===== config.mk =====
export PLATFORM = sky130hd
export DESIGN_NAME = psg_three_channel_sound_generator
export DESIGN_NICKNAME = d
export VERILOG_FILES = /design/src/hdl/psg_pkg.sv /design/src/hdl/psg_front.sv /design/src/hdl/psg_engine.sv /design/src/hdl/psg_three_channel_sound_generator.sv
export SDC_FILE = /design/constraint.sdc
export NUM_CORES = 1
export LEC_CHECK = 0
export BUFFER_PORTS_ARGS = -buffer_cell sky130_fd_sc_hd__buf_2
export CORE_ASPECT_RATIO = 1.5
export CORE_UTILIZATION = 55
export DETAILED_ROUTE_END_ITERATION = 12
export GPL_ROUTABILITY_DRIVEN = 0
export GPL_TIMING_DRIVEN = 0
export PLACE_DENSITY = 0.69
export RECOVER_POWER = 50
export SETUP_SLACK_MARGIN = 0.02
export SKIP_LAST_GASP = 1
export SYNTH_ARGS = -nofsm -noshare
export SYNTH_HDL_FRONTEND = slang
export SYNTH_SLANG_ARGS = --single-unit

===== constraint.sdc =====
create_clock -name clk -period 6.9 [get_ports clk]
set_clock_uncertainty 0.2 [all_clocks]
set_input_delay 1.38 -clock clk [delete_from_list [all_inputs] [get_ports clk]]
set_output_delay 1.38 -clock clk [all_outputs]
set_load 0.01 [all_outputs]

===== src/hdl/psg_pkg.sv =====
// Package for the three-channel sound generator: shared types, constants and
// the logarithmic level table. No dependencies.
`timescale 1ns / 1ps
`default_nettype none
package psg_pkg;

	localparam int unsigned STEP_W = 24;
	localparam logic [STEP_W-1:0] STEP_RESET = 24'd332466;
	localparam logic [3:0] REG_SHAPE = 4'd13;
	localparam logic [3:0] REG_MIXER = 4'd7;
	localparam logic [3:0] REG_NOISE = 4'd6;
	localparam logic [3:0] REG_ENV_LO = 4'd11;
	localparam logic [3:0] REG_ENV_HI = 4'd12;
	localparam logic REQ_WRITE = 1'b0;
	localparam logic REQ_TICK = 1'b1;

	typedef struct packed {
		logic       tick;
		logic [3:0] addr;
		logic [7:0] data;
	} cmd_t;

	typedef enum logic [2:0] {
		ST_IDLE,
		ST_TONE,
		ST_NOISE,
		ST_ENV,
		ST_MIX,
		ST_OUT
	} eng_state_t;

	function automatic logic [13:0] level_rom(input logic [3:0] i);
		case (i)
			4'd0: level_rom = 14'd0;
			4'd1: level_rom = 14'd95;
			4'd2: level_rom = 14'd134;
			4'd3: level_rom = 14'd190;
			4'd4: level_rom = 14'd268;
			4'd5: level_rom = 14'd379;
			4'd6: level_rom = 14'd536;
			4'd7: level_rom = 14'd757;
			4'd8: level_rom = 14'd1069;
			4'd9: level_rom = 14'd1510;
			4'd10: level_rom = 14'd2133;
			4'd11: level_rom = 14'd3014;
			4'd12: level_rom = 14'd4257;
			4'd13: level_rom = 14'd6014;
			4'd14: level_rom = 14'd8495;
			default: level_rom = 14'd12000;
		endcase
	endfunction

endpackage
`default_nettype wire


===== src/hdl/psg_front.sv =====
// Front end: accepts requests, drops writes above register 15 and queues
// commands for the engine. Depends on psg_pkg.
`timescale 1ns / 1ps
`default_nettype none
module psg_front (
	input  wire logic          clk,
	input  wire logic          arst_n,
	input  wire logic          push,
	output logic               full,
	input  wire logic          req_type,
	input  wire logic [7:0]    reg_addr,
	input  wire logic [7:0]    reg_data,
	output logic               cmd_valid,
	input  wire logic          cmd_take,
	output psg_pkg::cmd_t      cmd
);
	psg_pkg::cmd_t fifo_q [4];
	logic [1:0] wr_q, rd_q;
	logic [2:0] cnt_q;
	logic keep, take;

	assign full = cnt_q[2];
	assign keep = push && !full && (req_type == psg_pkg::REQ_TICK || reg_addr[7:4] == 4'd0);
	assign cmd_valid = cnt_q != 3'd0;
	assign take = cmd_take && cmd_valid;
	assign cmd = fifo_q[rd_q];

	always_ff @(posedge clk) begin
		if (keep) begin
			fifo_q[wr_q] <= '{tick: req_type, addr: reg_addr[3:0], data: reg_data};
		end
	end

	always_ff @(posedge clk or negedge arst_n) begin
		if (!arst_n) begin
			wr_q <= '0;
			rd_q <= '0;
			cnt_q <= '0;
		end else begin
			if (keep) wr_q <= wr_q + 2'd1;
			if (take) rd_q <= rd_q + 2'd1;
			cnt_q <= cnt_q + {2'b0, keep} - {2'b0, take};
		end
	end

`ifndef SYNTHESIS
	a_no_over: assert property (@(posedge clk) disable iff (!arst_n) cnt_q <= 3'd4)
		else $error("queue count overflow");
	a_full_hold: assert property (@(posedge clk) disable iff (!arst_n)
		full && !take |=> full) else $error("full dropped without a take");
	a_take_dec: assert property (@(posedge clk) disable iff (!arst_n)
		take && !keep |=> cnt_q == $past(cnt_q) - 3'd1) else $error("count slip");
`endif
endmodule
`default_nettype wire


===== src/hdl/psg_engine.sv =====
// Back end: register file, tone, noise and envelope generators and mixer.
// Divisions run bit-serially. Depends on psg_pkg.
`timescale 1ns / 1ps
`default_nettype none
module psg_engine #(
	parameter int NUM_CHANNELS = 3,
	parameter int FRAC_BITS = 16
) (
	input  wire logic                      clk,
	input  wire logic                      arst_n,
	input  wire logic [psg_pkg::STEP_W-1:0] step_amt,
	input  wire logic                      cmd_valid,
	output logic                           cmd_take,
	input  wire psg_pkg::cmd_t             cmd,
	output logic                           res_valid,
	output logic [15:0]                    res_data,
	input  wire logic                      res_take
);
	localparam int CW = 21 + FRAC_BITS + 1;  // covers count + step for every counter
	localparam int QW = CW;
	localparam int CHW = (NUM_CHANNELS > 1) ? $clog2(NUM_CHANNELS) : 1;
	localparam int BW = $clog2(CW + 1);
	localparam int MW = 19;

	logic [7:0] regs_q [16];
	logic [CW-1:0] tone_q [NUM_CHANNELS];
	logic [NUM_CHANNELS-1:0] tlev_q;
	logic [CW-1:0] ncnt_q, ecnt_q;
	logic [16:0] lfsr_q;
	logic nlev_q;
	logic [4:0] elev_q;
	logic att_q, alt_q, hold_q, holding_q;

	psg_pkg::eng_state_t st_q, st_d;
	logic [1:0] ph_q;           // 0 load, 1 divide, 2 apply
	logic [CHW-1:0] ch_q;
	logic [BW-1:0] bit_q;
	logic [CW-1:0] per_q, rem_q, num_q;
	logic [QW-1:0] quo_q;
	logic [6:0] steps_q;        // all ones marks a step count still to be loaded
	logic [MW-1:0] mix_q;
	logic out_full_q;
	logic [15:0] out_q;
	logic out_free;

	// Periods for the unit in hand, in counter units.
	logic [3:0] ra, rb;
	logic [CW-1:0] tper, nper, eper, cur_per, cur_cnt;
	always_comb begin
		ra = 4'(2 * ch_q);
		rb = 4'(2 * ch_q + 1);
		tper = CW'({regs_q[rb][3:0], regs_q[ra]});
		if (tper == '0) tper = CW'(1);
		tper = tper << FRAC_BITS;
		nper = CW'({regs_q[psg_pkg::REG_NOISE][4:0], 2'b00});
		if (nper == '0) nper = CW'(2);
		nper = nper << FRAC_BITS;
		eper = CW'({regs_q[psg_pkg::REG_ENV_HI], regs_q[psg_pkg::REG_ENV_LO]});
		if (eper == '0) eper = CW'(1);
		eper = (eper << 5) << FRAC_BITS;
		case (st_q)
			psg_pkg::ST_TONE: begin cur_per = tper; cur_cnt = tone_q[ch_q]; end
			psg_pkg::ST_NOISE: begin cur_per = nper; cur_cnt = ncnt_q; end
			default: begin cur_per = eper; cur_cnt = ecnt_q; end
		endcase
	end

	// Restoring divider step.
	logic [CW:0] trial;
	assign trial = {rem_q, num_q[CW-1]} - {1'b0, per_q};

	// One envelope step.
	logic [4:0] e_nlev;
	logic e_natt, e_nholding;
	always_comb begin
		logic [5:0] nx;
		nx = {1'b0, elev_q} + (att_q ? 6'd1 : 6'h3F);
		e_natt = att_q;
		e_nholding = holding_q;
		e_nlev = nx[4:0];
		if (holding_q) begin
			e_nlev = elev_q;
		end else if (nx[5] || nx[4]) begin
			if (hold_q) begin
				e_nlev = (nx[5] ? 5'd0 : 5'd15) ^ (alt_q ? 5'd15 : 5'd0);
				e_nholding = 1'b1;
			end else begin
				if (alt_q) e_natt = !att_q;
				e_nlev = (alt_q ? !att_q : att_q) ? 5'd0 : 5'd15;
			end
		end
	end

	// Mixer contribution of channel ch_q.
	logic [13:0] chan_lvl;
	always_comb begin
		logic ten, nen, on;
		logic [7:0] vm;
		logic [3:0] vol;
		ten = !regs_q[psg_pkg::REG_MIXER][3'(ch_q)];
		nen = (32'(ch_q) + 3 < 8) ? !regs_q[psg_pkg::REG_MIXER][3'(32'(ch_q) + 3)] : 1'b1;
		vm = regs_q[4'(8 + 32'(ch_q))];
		vol = vm[4] ? elev_q[3:0] : vm[3:0];
		if (ten && nen) on = tlev_q[ch_q] & nlev_q;
		else if (ten) on = tlev_q[ch_q];
		else if (nen) on = nlev_q;
		else on = 1'b1;
		chan_lvl = on ? psg_pkg::level_rom(vol) : 14'd0;
	end

	logic last_ch;
	assign last_ch = 32'(ch_q) == NUM_CHANNELS - 1;
	// The output register is free when empty or when its result leaves at this edge.
	assign out_free = !out_full_q || res_take;
	assign cmd_take = st_q == psg_pkg::ST_IDLE && cmd_valid;
	assign res_valid = out_full_q;
	assign res_data = out_q;

	always_comb begin
		st_d = st_q;
		case (st_q)
			psg_pkg::ST_IDLE: if (cmd_take && cmd.tick) st_d = psg_pkg::ST_TONE;
			psg_pkg::ST_TONE: if (ph_q == 2'd2 && last_ch) st_d = psg_pkg::ST_NOISE;
			psg_pkg::ST_NOISE: if (ph_q == 2'd2 && quo_q == '0) st_d = psg_pkg::ST_ENV;
			psg_pkg::ST_ENV: if (ph_q == 2'd2 && steps_q == '0) st_d = psg_pkg::ST_MIX;
			psg_pkg::ST_MIX: if (last_ch) st_d = psg_pkg::ST_OUT;
			psg_pkg::ST_OUT: if (out_free) st_d = psg_pkg::ST_IDLE;
			default: st_d = psg_pkg::ST_IDLE;
		endcase
	end

	always_ff @(posedge clk or negedge arst_n) begin
		if (!arst_n) begin
			st_q <= psg_pkg::ST_IDLE;
			for (int i = 0; i < 16; i++) regs_q[i] <= '0;
			for (int i = 0; i < NUM_CHANNELS; i++) tone_q[i] <= '0;
			tlev_q <= '0;
			ncnt_q <= '0;
			ecnt_q <= '0;
			lfsr_q <= 17'd1;
			nlev_q <= 1'b0;
			elev_q <= '0;
			{att_q, alt_q, hold_q, holding_q} <= '0;
			out_full_q <= 1'b0;
			out_q <= '0;
			ph_q <= '0;
			ch_q <= '0;
			bit_q <= '0;
			per_q <= '0;
			rem_q <= '0;
			num_q <= '0;
			quo_q <= '0;
			steps_q <= '0;
			mix_q <= '0;
		end else begin
			st_q <= st_d;
			if (st_q == psg_pkg::ST_OUT && out_free) out_full_q <= 1'b1;
			else if (res_take) out_full_q <= 1'b0;
			case (st_q)
				psg_pkg::ST_IDLE: begin
					ph_q <= '0;
					ch_q <= '0;
					mix_q <= '0;
					if (cmd_take && !cmd.tick) begin
						regs_q[cmd.addr] <= cmd.data;
						if (cmd.addr == psg_pkg::REG_SHAPE) begin
							ecnt_q <= '0;
							holding_q <= 1'b0;
							if (!cmd.data[3]) begin
								att_q <= 1'b0; alt_q <= 1'b0; hold_q <= 1'b1;
								elev_q <= 5'd15;
							end else begin
								att_q <= cmd.data[2]; alt_q <= cmd.data[1];
								hold_q <= cmd.data[0];
								elev_q <= cmd.data[2] ? 5'd0 : 5'd15;
							end
						end
					end
				end
				psg_pkg::ST_TONE, psg_pkg::ST_NOISE, psg_pkg::ST_ENV: begin
					case (ph_q)
						2'd0: begin
							per_q <= cur_per;
							num_q <= cur_cnt + CW'(step_amt);
							rem_q <= '0;
							quo_q <= '0;
							bit_q <= BW'(CW);
							ph_q <= 2'd1;
						end
						2'd1: begin
							if (!trial[CW]) begin
								rem_q <= trial[CW-1:0];
								quo_q <= {quo_q[QW-2:0], 1'b1};
							end else begin
								rem_q <= {rem_q[CW-2:0], num_q[CW-1]};
								quo_q <= {quo_q[QW-2:0], 1'b0};
							end
							num_q <= {num_q[CW-2:0], 1'b0};
							bit_q <= bit_q - BW'(1);
							if (bit_q == BW'(1)) ph_q <= 2'd2;
							if (st_q == psg_pkg::ST_ENV) steps_q <= '1;
						end
						default: begin
							if (st_q == psg_pkg::ST_TONE) begin
								tone_q[ch_q] <= rem_q;
								if (quo_q >= QW'(2)) tlev_q[ch_q] <= 1'b1;
								else if (quo_q == QW'(1)) tlev_q[ch_q] <= !tlev_q[ch_q];
								ph_q <= 2'd0;
								if (!last_ch) ch_q <= ch_q + CHW'(1);
								else ch_q <= '0;
							end else if (st_q == psg_pkg::ST_NOISE) begin
								// Noise steps once per cycle until the quotient runs out.
								ncnt_q <= rem_q;
								if (quo_q != '0) begin
									lfsr_q <= {lfsr_q[0] ^ lfsr_q[3], lfsr_q[16:1]};
									nlev_q <= lfsr_q[1];
									quo_q <= quo_q - QW'(1);
								end else ph_q <= 2'd0;
							end else begin
								ecnt_q <= rem_q;
								if (steps_q == '1) begin
									steps_q <= (quo_q >= QW'(64)) ?
										{2'b01, quo_q[4:0]} : {1'b0, quo_q[5:0]};
								end else if (steps_q != '0) begin
									elev_q <= e_nlev;
									att_q <= e_natt;
									holding_q <= e_nholding;
									steps_q <= steps_q - 7'd1;
								end else ph_q <= 2'd0;
							end
						end
					endcase
				end
				psg_pkg::ST_MIX: begin
					mix_q <= mix_q + MW'(chan_lvl);
					ch_q <= last_ch ? '0 : ch_q + CHW'(1);
				end
				psg_pkg::ST_OUT: begin
					if (out_free)
						out_q <= (mix_q > MW'(16'hFFFF)) ? 16'hFFFF : mix_q[15:0];
				end
				default: ;
			endcase
		end
	end

`ifndef SYNTHESIS
	a_out_hold: assert property (@(posedge clk) disable iff (!arst_n)
		out_full_q && !res_take |=> out_full_q && $stable(out_q))
		else $error("result lost while waiting");
	a_out_wait: assert property (@(posedge clk) disable iff (!arst_n)
		st_q == psg_pkg::ST_OUT && !out_free |=> st_q == psg_pkg::ST_OUT)
		else $error("result dropped over a waiting one");
	a_idle_take: assert property (@(posedge clk) disable iff (!arst_n)
		cmd_take |-> st_q == psg_pkg::ST_IDLE) else $error("command taken while busy");
`endif
endmodule
`default_nettype wire


===== src/hdl/psg_three_channel_sound_generator.sv =====
// Top level of the three-channel sound generator: front queue plus engine.
// Depends on psg_pkg, psg_front and psg_engine.
// A register write is applied in the engine's idle state. A sample tick
// runs a bit-serial divider of CW = FRAC_BITS + 22 bits for each tone
// channel, for noise and for the envelope, then the noise LFSR steps (at
// most 2^(23-FRAC_BITS) + 1) and the envelope steps (at most 63). A
// four-entry queue takes requests while the engine is busy; one result waits
// in an output register, and a tick finishing while it is still unread holds
// in its last cycle.
`timescale 1ns / 1ps
`default_nettype none
module psg_three_channel_sound_generator #(
	parameter int NUM_CHANNELS = 3,
	parameter int FRAC_BITS = 16
) (
	input  wire logic        clk,
	input  wire logic        arst_n,
	input  wire logic        push,
	output logic             full,
	input  wire logic        req_type,
	input  wire logic [7:0]  reg_addr,
	input  wire logic [7:0]  reg_data,
	output logic             empty,
	input  wire logic        pop,
	output logic [15:0]      mix_sample,
	input  wire logic        cfg_we,
	input  wire logic [23:0] cfg_wdata
);
	logic [psg_pkg::STEP_W-1:0] step_q;
	logic cmd_valid, cmd_take, res_valid;
	psg_pkg::cmd_t cmd;

	always_ff @(posedge clk or negedge arst_n) begin
		if (!arst_n) step_q <= psg_pkg::STEP_RESET;
		else if (cfg_we) step_q <= cfg_wdata;
	end

	psg_front u_front (
		.clk, .arst_n, .push, .full, .req_type, .reg_addr, .reg_data,
		.cmd_valid, .cmd_take, .cmd
	);

	psg_engine #(.NUM_CHANNELS(NUM_CHANNELS), .FRAC_BITS(FRAC_BITS)) u_engine (
		.clk, .arst_n, .step_amt(step_q), .cmd_valid, .cmd_take, .cmd,
		.res_valid, .res_data(mix_sample), .res_take(pop)
	);

	assign empty = !res_valid;
endmodule
`default_nettype wire

==> summary.md <==
| Metric | Value |
|---|---|
| Part of the power in the clock network | `22.2%` |
| Post-synth ARST share | `91.0%` |
| CTS clk-pin slew, worst paths | `0.07 ns` |
| Period Utilization, post-route | `93.8%` |
| Critical path data required time | `7.19 ns` |
| Setup CP Type | `reg2reg` |
| CP max FO | `10` |
| Psw | `5680 uW` |
| Initial antenna violation count | `0` |
| Drt pass-1 iters | `8` |
| Number of global-route vias before repair | `23400` |
| YS warnings | `0` |
| Die width | `191 um` |
| CP max stage delay | `0.82 ns` |
| WP data arrival | `6.77 ns` |
| Top cells by area, synth | `dfrtp_1 (44%), mux2_2 (9.8%), edfxtp_1 (5.3%), nand2_1 (4.2%), ha_1 (3.6%)` |
| Leakage | `0.0146 uW` |
| Worst Hold Class | `reg2reg` |
| CP max stage cell | `a2111oi_0` |
| Final Hold Violating Endpoints | `0` |
| Top-count cell post-synth | `dfrtp_1` |
| Synth Cell Area | `29500 sq um` |
| Antenna cells | `0` |
| Distinct cell type count after synthesis | `86` |
| Pins over their slew limit | `339` |
| Port bufs | `62` |
| Worst R2R Setup Slack | `0.42 ns` |
| Clock Latency Late Sink | `0.63 ns` |
| Share of cells above drive strength 1 | `15.5%` |
| Rows | `103` |
| Sw Ratio | `41.4%` |
| Detailed-placement wirelength estimate | `58500 um` |
| Ys flop type | `dfrtp_1` |
| Core area | `52800 sq um` |
| Die area | `54600 sq um` |
| Fill count | `4334` |
| Via density | `6.26` |
| DR vias | `22800` |
| CP endpoint kind | `flip-flop` |
| Slew margin rel. | `-82.5%` |
| Placed Cells | `3545` |
| Startpoint types | `flip-flop` |
| Maxcap violations | `4` |
| Ordered cell list for the critical path | `nor3b_1, clkbuf_1, nor2_1, clkbuf_1, clkdlybuf4s15_1, clkbuf_2, a22oi_1, o21ai_0, ha_1, a211oi_1, o21bai_1, o211ai_1, o221a_2, o21ai_1, a2111oi_0, nor3_1, mux2i_1, nand3_1` |
| Most used cell, CP | `clkbuf_1` |
| Initial DRC Count | `1589` |
| IO Count | `64` |
| Clk sink count | `577` |
| GRT Overall Usage | `30.2%` |
| Cell taking the most area after synthesis | `dfrtp_1` |
| Register share of total power | `35.1%` |
| Starting density of the core | `55.8%` |
| Total wire length | `81000 um` |
| Placed cell areas | `30800 sq um` |
| Register area | `14700 sq um` |
| Worst-margin pin slew | `2.74 ns` |
| # DRC | `0` |
| Syn_nets | `2933` |
| Pint | `8030 uW` |
| Fin cells | `3647` |
| RSZ-0062 raised after global routing | `no` |
| Post-layout minimum cycle time | `6.48 ns` |
| Yosys reg bits | `577` |
| Fin Hold WS | `0.268 ns` |
| Synth Instances | `2796` |
| First-pass GRT wire length | `128000 um` |
| Fmax | `154 MHz` |
| CTS tree | `done` |
| Seq/Total Area, Yosys | `49.9%` |
| Power per cell area | `421 nW/um^2` |
| Hold depth | `2` |
| Congestion Overflow GR | `0` |
| Final setup vio count | `0` |
| Cts hold-fix bufs | `0` |
| Die height | `286 um` |
| DRT antenna net count | `0` |
| Syn-to-layout area delta | `10.2%` |
| Final Cell Area | `32500 sq um` |
| CTS H-tree lvls | `2` |
| Multi-input logic area | `13900 sq um` |
| Synth top area share | `43.8%` |
| Wire per inst | `22.2 um` |
| VDD IR max | `290 uV` |
| Synth cell count leaders | `dfrtp_1 (516), nand2_1 (332), mux2_2 (256)` |
| Logic pwr share | `42.6%` |
| Pin count of the biggest net entering global routing | `114` |
| Worst Reg-to-Reg Cells | `18` |
| Post-synth EDFFs | `52` |
| Num CTS Buffers | `56` |
| Status | `complete, but fails checks` |
| Clock buffer depth | `3` |
| Final core occ | `61.6%` |
| Failing checks | `capacitance limit, slew limit` |
| Root buf cell | `clkbuf_16` |
| Nets | `3056` |
| Post-Syn Area per Cell | `10.6 sq um` |
[power by group through the flow]
stage                     Sequential (uW)  Combinational [uW]  Clock (uW)
final                                4820                5840        3050
after global routing                 4890                6360        3220
after CTS                            4800                5770        3090
after detailed placement             4850                5730           0
after global placement               4810                5550           0
after floorplan                      4610                4120           0
[worst paths after layout]
check	from	endpoint
min in group asynchronous	arst_n	u_engine.mix_q[11]
worst min register to register	u_engine.lfsr_q[2]	u_engine.lfsr_q[1]
worst max register to register	u_engine.st_q[2]	u_engine.num_q[33]
worst min-delay path	u_engine.lfsr_q[2]	u_engine.lfsr_q[1]
worst max-delay path	u_engine.st_q[2]	u_engine.num_q[33]
max in group asynchronous	arst_n	u_engine.per_q[18]
[sequential cells by signal, summed over array words and instances, names as in the netlist, 16 cells and up]
signal / count
u_engine.tone_q: 114
u_engine.regs_q: 83
u_front.fifo_q: 52
u_engine.ecnt_q: 38
u_engine.ncnt_q: 38
u_engine.num_q: 38
u_engine.quo_q: 38
u_engine.rem_q: 38
step_q: 24
u_engine.per_q: 21
u_engine.mix_q: 19
u_engine.lfsr_q: 17
u_engine.res_data: 16
[stage by stage]
stage / setup WS, ns / power (uW) / setup TNS [ns]
floorplan: 0.980 / 8730 / 0
global placement: -6.17 / 10400 / -3171.20
detailed placement: -1.24 / 10600 / -7.08
CTS: 0.0770 / 13700 / 0
global route: 0.107 / 14500 / 0
finish: 0.425 / 13700 / 0
[kinds of logic (layout without fill, tap and decap cells)]
family	count (synthesis)	after routing	share of synthesized area (%)
compound gates	659	659	13.8
buf+inv	234	403	3.10
xor+xnor	71	71	2.11
mux	354	354	14.5
flops	577	577	49.9
fa+ha+maj	91	91	3.99
simple gates	810	810	12.7
[final cells by class]
cell class / instances / share of cell area, %
multi-input cells: 1985 / 42.7
clock inverters: 14 / 0.492
well taps: 682 / 2.62
plain buffers: 153 / 1.95
inverters: 79 / 0.912
clock buffers: 90 / 5.05
repair buffers: 67 / 1.05
flip-flops and latches: 577 / 45.2
[timing repair]
item / 4_1_cts / 5_1_grt
setup buffers: 0 / 0
endpoints found under the setup margin: 21 / 16
resized for setup: 11 / 5
[placed cells by master (no fill, tap or decap), drive strengths merged, types with 12 or more instances in the layout]
master and instances:
nor2b 19, and2 15, o21a 18, a211oi 15
xor2 32, nor2 187, a22oi 37, buf 61
or3 26, a21o 27, clkinv 12, a31oi 12
nor3 36, a21oi 193, ha 86, nand2 332
mux2i 65, a221oi 15, clkbuf 247, mux2 256
edfxtp 52, o22ai 25, nor4 23, inv 78
and3 13, xnor2 39, o21ai 205, dfrtp 516
nand2b 23, mux4 33, o211ai 13, nand3 86
[worst max-delay path: cells and delay by family, from the launching register on]
kind | cells | cell delay, ns
compound gates | 8 | 2.64
fa+ha+maj | 1 | 0.26
buf+inv | 4 | 1.90
flops | 1 | 0.48
mux | 1 | 0.20
simple gates | 4 | 0.62
[metal layers]
layer	up-vias	GRT usage [%]	share of wire [%]
met5	-	0	0
met1	11500	34.8	38
met3	280	4.12	5.1
li1	10300	-	-
met4	0	17.7	6.1
met2	785	53.2	51
No activity file was read; power rests on OpenSTA's default activity.
